**src/design/snasb_pkg.sv**
```systemverilog
`default_nettype none

package snasb_pkg;

    typedef enum logic [2:0] {
        KIND_READ32  = 3'd0,
        KIND_READ16  = 3'd1,
        KIND_READ8   = 3'd2,
        KIND_WRITE32 = 3'd3,
        KIND_WRITE16 = 3'd4,
        KIND_WRITE8  = 3'd5
    } kind_t;

    localparam logic [7:0]  REG_BLOCK_SIZE  = 8'h04;
    localparam logic [7:0]  REG_BLOCK_COUNT = 8'h06;
    localparam logic [7:0]  REG_XFER_MODE   = 8'h0C;
    localparam logic [7:0]  REG_COMMAND     = 8'h0E;
    localparam logic [31:0] HALF_MASK       = 32'h0000_ffff;
    localparam logic [31:0] BYTE_MASK       = 32'h0000_00ff;

    typedef struct packed {
        kind_t       kind;
        logic [7:0]  offset;
        logic [31:0] write_data;
        logic [31:0] current_word;
    } req_t;

    typedef struct packed {
        logic [31:0] read_data;
        logic        bus_write;
        logic [7:0]  bus_address;
        logic [31:0] bus_data;
        logic        last;
    } rsp_t;

    typedef struct packed {
        logic emit;
        logic consume;
    } step_t;

endpackage

`default_nettype wire

```
**src/design/snasb_in_stage.sv**
```systemverilog
`default_nettype none

module snasb_in_stage
    import snasb_pkg::*;
(
    input  wire logic clk,
    input  wire logic rst_n,
    input  wire logic in_valid,
    output logic      in_ready,
    input  wire req_t in_req,
    input  wire logic consume,
    output logic      req_valid,
    output req_t      req
);

    logic req_valid_reg;
    logic req_valid_next;
    req_t req_reg;
    req_t req_next;

    assign in_ready = !req_valid_reg || consume;

    always_comb
    begin
        req_valid_next = req_valid_reg;
        req_next       = req_reg;
        if (in_valid && in_ready)
        begin
            req_valid_next = 1'b1;
            req_next       = in_req;
        end
        else if (consume)
        begin
            req_valid_next = 1'b0;
        end
    end

    always_ff @(posedge clk or negedge rst_n)
    begin
        if (!rst_n)
        begin
            req_valid_reg <= 1'b0;
        end
        else
        begin
            req_valid_reg <= req_valid_next;
        end
    end

    always_ff @(posedge clk)
    begin
        req_reg <= req_next;
    end

    assign req_valid = req_valid_reg;
    assign req       = req_reg;

endmodule

`default_nettype wire

```
**src/design/snasb_engine.sv**
```systemverilog
`default_nettype none

module snasb_engine
    import snasb_pkg::*;
(
    input  wire logic clk,
    input  wire logic rst_n,
    input  wire logic req_valid,
    input  wire req_t req,
    input  wire logic out_ready,
    output rsp_t      rsp,
    output step_t     step
);

    logic [31:0] command_shadow_reg;
    logic [31:0] command_shadow_next;
    logic [31:0] block_shadow_reg;
    logic [31:0] block_shadow_next;
    logic        command_pending_reg;
    logic        command_pending_next;
    logic        block_pending_reg;
    logic        block_pending_next;

    logic [4:0]  shift;
    logic [7:0]  aligned;
    logic        is_blk;
    logic [31:0] read_src;
    logic [31:0] write_src;
    logic [31:0] half_read;
    logic [31:0] byte_read;
    logic [31:0] half_merged;
    logic [31:0] cmd_merged;
    logic [31:0] byte_merged;

    function automatic logic [31:0] lane_merge(
        input logic [31:0] old_word,
        input logic [31:0] value,
        input logic [31:0] lane_mask,
        input logic [4:0]  lane_shift
    );
        logic [31:0] m;
        m = lane_mask << lane_shift;
        lane_merge = (old_word & ~m) | (((value & lane_mask) << lane_shift) & m);
    endfunction

    assign shift   = {req.offset[1:0], 3'b000};
    assign aligned = {req.offset[7:2], 2'b00};
    assign is_blk  = (req.offset == REG_BLOCK_SIZE) || (req.offset == REG_BLOCK_COUNT);

    always_comb
    begin
        if ((req.offset == REG_XFER_MODE) && command_pending_reg)
        begin
            read_src = command_shadow_reg;
        end
        else if (is_blk && block_pending_reg)
        begin
            read_src = block_shadow_reg;
        end
        else
        begin
            read_src = req.current_word;
        end
    end

    assign write_src   = (is_blk && block_pending_reg) ? block_shadow_reg : req.current_word;
    assign half_read   = (read_src >> shift) & HALF_MASK;
    assign byte_read   = (req.current_word >> shift) & BYTE_MASK;
    assign half_merged = lane_merge(write_src, req.write_data, HALF_MASK, shift);
    assign cmd_merged  = lane_merge(command_shadow_reg, req.write_data, HALF_MASK, shift);
    assign byte_merged = lane_merge(req.current_word, req.write_data, BYTE_MASK, shift);

    always_comb
    begin
        rsp                  = '0;
        rsp.last             = 1'b1;
        command_shadow_next  = command_shadow_reg;
        block_shadow_next    = block_shadow_reg;
        command_pending_next = command_pending_reg;
        block_pending_next   = block_pending_reg;
        case (req.kind)
            KIND_READ32:
            begin
                rsp.read_data = req.current_word;
            end
            KIND_READ16:
            begin
                rsp.read_data = half_read;
            end
            KIND_READ8:
            begin
                rsp.read_data = byte_read;
            end
            KIND_WRITE32:
            begin
                rsp.bus_write   = 1'b1;
                rsp.bus_address = aligned;
                rsp.bus_data    = req.write_data;
            end
            KIND_WRITE16:
            begin
                if (req.offset == REG_COMMAND)
                begin
                    rsp.bus_write = 1'b1;
                    if (block_pending_reg)
                    begin
                        // The held block word goes out first; the item stays for the command.
                        rsp.bus_address    = REG_BLOCK_SIZE;
                        rsp.bus_data       = block_shadow_reg;
                        rsp.last           = 1'b0;
                        block_pending_next = 1'b0;
                    end
                    else
                    begin
                        rsp.bus_address      = aligned;
                        rsp.bus_data         = cmd_merged;
                        command_pending_next = 1'b0;
                    end
                end
                else if (req.offset == REG_XFER_MODE)
                begin
                    command_shadow_next  = half_merged;
                    command_pending_next = 1'b1;
                end
                else if (is_blk)
                begin
                    block_shadow_next  = half_merged;
                    block_pending_next = 1'b1;
                end
                else
                begin
                    rsp.bus_write   = 1'b1;
                    rsp.bus_address = aligned;
                    rsp.bus_data    = half_merged;
                end
            end
            KIND_WRITE8:
            begin
                rsp.bus_write   = 1'b1;
                rsp.bus_address = aligned;
                rsp.bus_data    = byte_merged;
            end
            default:
            begin
            end
        endcase
    end

    assign step.emit    = req_valid && out_ready;
    assign step.consume = step.emit && rsp.last;

    always_ff @(posedge clk or negedge rst_n)
    begin
        if (!rst_n)
        begin
            command_shadow_reg  <= '0;
            block_shadow_reg    <= '0;
            command_pending_reg <= 1'b0;
            block_pending_reg   <= 1'b0;
        end
        else if (step.emit)
        begin
            command_shadow_reg  <= command_shadow_next;
            block_shadow_reg    <= block_shadow_next;
            command_pending_reg <= command_pending_next;
            block_pending_reg   <= block_pending_next;
        end
    end

    // A result that is not the last one is always the flush of the block word.
    assert property (@(posedge clk) disable iff (!rst_n)
        step.emit && !rsp.last |-> rsp.bus_write && (rsp.bus_address == REG_BLOCK_SIZE))
        else $error("non-final result is not a block word flush");

    // After the flush, the block word is no longer pending and the same item is still held.
    assert property (@(posedge clk) disable iff (!rst_n)
        step.emit && !rsp.last |=> !block_pending_reg && req_valid)
        else $error("block flush left the block word pending or dropped the item");

    // The command write always clears the held command word.
    assert property (@(posedge clk) disable iff (!rst_n)
        step.emit && rsp.last && (req.kind == KIND_WRITE16) && (req.offset == REG_COMMAND)
        |=> !command_pending_reg)
        else $error("command write left the command word pending");

endmodule

`default_nettype wire

```
**src/design/snasb_out_stage.sv**
```systemverilog
`default_nettype none

module snasb_out_stage
    import snasb_pkg::*;
(
    input  wire logic clk,
    input  wire logic rst_n,
    input  wire logic load,
    input  wire rsp_t rsp,
    output logic      load_ready,
    output logic      out_valid,
    input  wire logic out_ready,
    output rsp_t      out_rsp
);

    logic out_valid_reg;
    logic out_valid_next;
    rsp_t out_rsp_reg;

    assign load_ready = !out_valid_reg || out_ready;

    always_comb
    begin
        out_valid_next = out_valid_reg;
        if (load)
        begin
            out_valid_next = 1'b1;
        end
        else if (out_ready)
        begin
            out_valid_next = 1'b0;
        end
    end

    always_ff @(posedge clk or negedge rst_n)
    begin
        if (!rst_n)
        begin
            out_valid_reg <= 1'b0;
        end
        else
        begin
            out_valid_reg <= out_valid_next;
        end
    end

    always_ff @(posedge clk)
    begin
        if (load)
        begin
            out_rsp_reg <= rsp;
        end
    end

    assign out_valid = out_valid_reg;
    assign out_rsp   = out_rsp_reg;

endmodule

`default_nettype wire

```
**src/design/sdhci_narrow_access_shadow_bridge_core.sv**
```systemverilog
// An accepted item waits in the input register while the engine forms its result, which is
// loaded into the output register that drives m_axis_tvalid and the result ports.
// One item per cycle while the output can load; a command write that flushes a held block
// word gives two results and keeps its item in the input register, so the input stalls.
// Reset clears both shadow words, both pending flags and all valid flags at once.
`default_nettype none

module sdhci_narrow_access_shadow_bridge_core
    import snasb_pkg::*;
(
    input  wire logic        clk,
    input  wire logic        rst_n,
    input  wire logic        s_axis_tvalid,
    output logic             s_axis_tready,
    input  wire logic [71:0] s_axis_tdata,  // offset, write_data, current_word
    input  wire logic [2:0]  s_axis_tuser,  // kind
    output logic             m_axis_tvalid,
    input  wire logic        m_axis_tready,
    output logic [71:0] m_axis_tdata,       // read_data, bus_address, bus_data
    output logic             m_axis_tuser,  // bus_write
    output logic             m_axis_tlast
);

    req_t  in_req;
    req_t  req;
    logic  req_valid;
    rsp_t  rsp;
    rsp_t  out_rsp;
    step_t step;
    logic  load_ready;

    assign in_req.kind         = kind_t'(s_axis_tuser);
    assign in_req.offset       = s_axis_tdata[7:0];
    assign in_req.write_data   = s_axis_tdata[39:8];
    assign in_req.current_word = s_axis_tdata[71:40];

    snasb_in_stage u_in_stage (
        .clk       (clk),
        .rst_n     (rst_n),
        .in_valid  (s_axis_tvalid),
        .in_ready  (s_axis_tready),
        .in_req    (in_req),
        .consume   (step.consume),
        .req_valid (req_valid),
        .req       (req)
    );

    snasb_engine u_engine (
        .clk       (clk),
        .rst_n     (rst_n),
        .req_valid (req_valid),
        .req       (req),
        .out_ready (load_ready),
        .rsp       (rsp),
        .step      (step)
    );

    snasb_out_stage u_out_stage (
        .clk        (clk),
        .rst_n      (rst_n),
        .load       (step.emit),
        .rsp        (rsp),
        .load_ready (load_ready),
        .out_valid  (m_axis_tvalid),
        .out_ready  (m_axis_tready),
        .out_rsp    (out_rsp)
    );

    assign m_axis_tdata = {out_rsp.bus_data, out_rsp.bus_address, out_rsp.read_data};
    assign m_axis_tuser = out_rsp.bus_write;
    assign m_axis_tlast = out_rsp.last;

    // The second result of a command write follows its first transfer directly.
    assert property (@(posedge clk) disable iff (!rst_n)
        m_axis_tvalid && m_axis_tready && !m_axis_tlast |=> m_axis_tvalid && m_axis_tlast)
        else $error("command write did not follow the block word flush");

endmodule

`default_nettype wire

```
**config.mk**
```make
export PLATFORM = sky130hd
export DESIGN_NAME = sdhci_narrow_access_shadow_bridge_core
export DESIGN_NICKNAME = d
export VERILOG_FILES = /design/src/design/snasb_pkg.sv /design/src/design/snasb_in_stage.sv /design/src/design/snasb_engine.sv /design/src/design/snasb_out_stage.sv /design/src/design/sdhci_narrow_access_shadow_bridge_core.sv
export SDC_FILE = /design/constraint.sdc
export NUM_CORES = 1
export LEC_CHECK = 0
export ABC_AREA = 1
export BUFFER_PORTS_ARGS = -buffer_cell sky130_fd_sc_hd__buf_2
export CAP_MARGIN = 20
export CORE_MARGIN = 2
export CORE_UTILIZATION = 54
export CTS_CLUSTER_DIAMETER = 30
export DETAILED_ROUTE_END_ITERATION = 10
export PLACE_DENSITY = 0.81
export SLEW_MARGIN = 20
export SYNTH_ARGS = -nofsm -noshare
export SYNTH_HDL_FRONTEND = slang
export SYNTH_SLANG_ARGS = --single-unit
```
**constraint.sdc**
```tcl
create_clock -name clk -period 16.1 [get_ports clk]
set_input_delay 2.415 -clock clk [delete_from_list [all_inputs] [get_ports clk]]
set_output_delay 2.415 -clock clk [all_outputs]
set_load 0.05 [all_outputs]
```
==> results.cfg <==
[status]
status = completed

[critical_path]
worstPathRequired_ns = 13.69
endpoint_kind = output pin
critical_path_arrival_ns = 4.04
crit_fanout = 43
crit_type = reg2out
start_kind = register

[finish]
syn_to_final_growth_pct = 19.3
drive_above_1_share = 0.192
final_cell_mix = nand2_1, buf_2, nand3_1
largest_reg_flops = 75
final_common_cell = nand2_1
num-fill-cells = 1731
finalNetCount = 1603
final_cells = 1830
insertedDiodeCount = 0

[clocking]
post_cts_buffers = 0
clkSinkCount = 215
h-tree-depth = 2
path_clk_slew_ns = 0.05
cts_hold_buf = 0
cts_made_buffers = 43
cts_tree = built
clk_path_buf_depth = 3
post_cts_resized = 0
cts-root-buf = clkbuf_16
insertion_delay_ns = 0.55

[sta]
slew_violations = 0
slew_headroom = 0.280
finalHoldViolations = 0
worst_slew_pin_slew_ns = 1.08
rsz0062_at_grt = false
fin_crit_sh = 0.401
setup_violations = 0
tns_ns = 0
skew_ns = 0.0210
fin_crit_ns = 6.46
final.setup.worst_slack_ns = 9.64
clock.fmax_ghz = 0.155

[place]
pre_cts_ws_ns = 9.89
dpl.hpwl_um = 26000
portBuffers = 152
place.gp.congestion = 0.967
place_inst = 1749

[global_route]
track_usage = 0.347
grt_first_pass_wirelength_um = 59300
antenna_found_initial = 0
overflow = 0
grt_max_degree = 69
grt_pass1_vias = 10500

[floorplanning]
ios = 155
rows = 53
die-area_um2 = 22800
core_area_um2 = 21100
start_util = 0.554
dieWidth_um = 151
die_y_um = 151

[detailed_routing]
ant_nets = 0
wl_um = 38800
viasPerCell = 6.00
drc = 0
dr.pass1.iters = 8
vias = 11000
drt_iter0_markers = 1397
wl_per_cell_um = 21.2

[power]
p_leak_nw = 6.30
vdd_drop_max_mv = 0.121
p_per_area_nw_per_um2 = 136

[synth]
synth_cell_types = 44
ys_seq_area_frac = 0.524
synth_cells = 1395
synth_seq_cells = 215
synth_flop_cell = edfxtp_1
synth_edf_count = 147
yosysWarningCount = 0
async_flop_share = 0.316
synth_area_um2 = 11700
avgSynthCellArea_um2 = 8.37

[job]
maxCapViolations = 0

[min_path]
hp-class = reg2reg
## power breakdown
group	internal (W)	total (W)	switching [W]
combinational	0.0000668	0.000311	0.000245
clock	0.000583	0.000894	0.000311
sequential	0.000654	0.000683	0.0000290
total	0.00130	0.00189	0.000585
## critical path, cell delays in order (launching register included)
cell and delay (ns):
edfxtp_1 0.57, inv_2 0.66, ha_1 0.74, inv_1 0.23, nor3_4 0.30, nand2_2 0.32
nor2_1 0.26, o21ai_0 0.15, buf_2 0.24
## cell type report
type	instances	area, µm²	share of cell area
Sequential cell	215	6120	0.439
Multi-Input combinational cell	998	4760	0.342
Timing Repair Buffer	165	866	0.0622
Tap cell	275	344	0.0247
Inverter	97	364	0.0262
Clock inverter	29	353	0.0253
Clock buffer	51	1120	0.0802
## through the flow
step | hold slack (ns) | utilization | total power [W] | cell area (µm²)
after global routing | 0.524 | 0.660 | 0.00195 | 13900
after floorplan | 0.453 | - | 0.000904 | 11700
final | 0.486 | 0.660 | 0.00189 | 13900
after CTS | 0.485 | 0.659 | 0.00189 | 13900
after detailed placement | 0.474 | 0.590 | 0.000996 | 12400
after global placement | 0.467 | 0.590 | 0.000991 | 12400
## worst paths after layout
kind                       slack [ns]  cells past startpoint                                      from                                         end
max                              9.64                      8              u_in_stage.req[64]$_DFFE_PP_                               s_axis_tready
min                              0.49                      2  u_engine.block_shadow_reg[7]$_DFFE_PN0P_    u_engine.block_shadow_reg[7]$_DFFE_PN0P_
max reg2reg                     11.06                     14              u_in_stage.req[65]$_DFFE_PP_           u_out_stage.out_rsp[14]$_DFFE_PP_
min reg2reg                      0.49                      2  u_engine.block_shadow_reg[7]$_DFFE_PN0P_    u_engine.block_shadow_reg[7]$_DFFE_PN0P_
max in group asynchronous       13.31                      2                                     rst_n   u_engine.block_shadow_reg[28]$_DFFE_PN0P_
min in group asynchronous        2.10                      2                                     rst_n  u_engine.command_shadow_reg[1]$_DFFE_PN0P_
## cell families after synthesis
group,after synthesis,synth area share
compound gates,240,0.115
fa+ha+maj,4,0.00429
buf+inv,183,0.0710
flops,215,0.524
other cells,1,0.000321
simple gates,752,0.285
## layer usage
layer	vias up	GRT usage	part of all wire
met2	750	0.515	0.44
met4	0	0.219	0.074
met5	-	0	0
met1	5083	0.466	0.38
met3	192	0.0720	0.11
li1	4947	-	-
## synthesized netlist by cell type (10+ instances only)
cell,n,share of area
a21oi_1,45,0.019
a22oi_1,15,0.0096
buf_2,28,0.012
clkbuf_1,33,0.011
dfrtp_1,68,0.15
edfxtp_1,147,0.38
inv_1,89,0.029
nand2_1,459,0.15
nand2_2,10,0.0054
nand3_1,150,0.064
nand3_2,19,0.016
nor2_1,78,0.025
o21ai_0,116,0.050
o21ai_1,22,0.0094
Note: power is estimated with default switching activity, not from simulation.
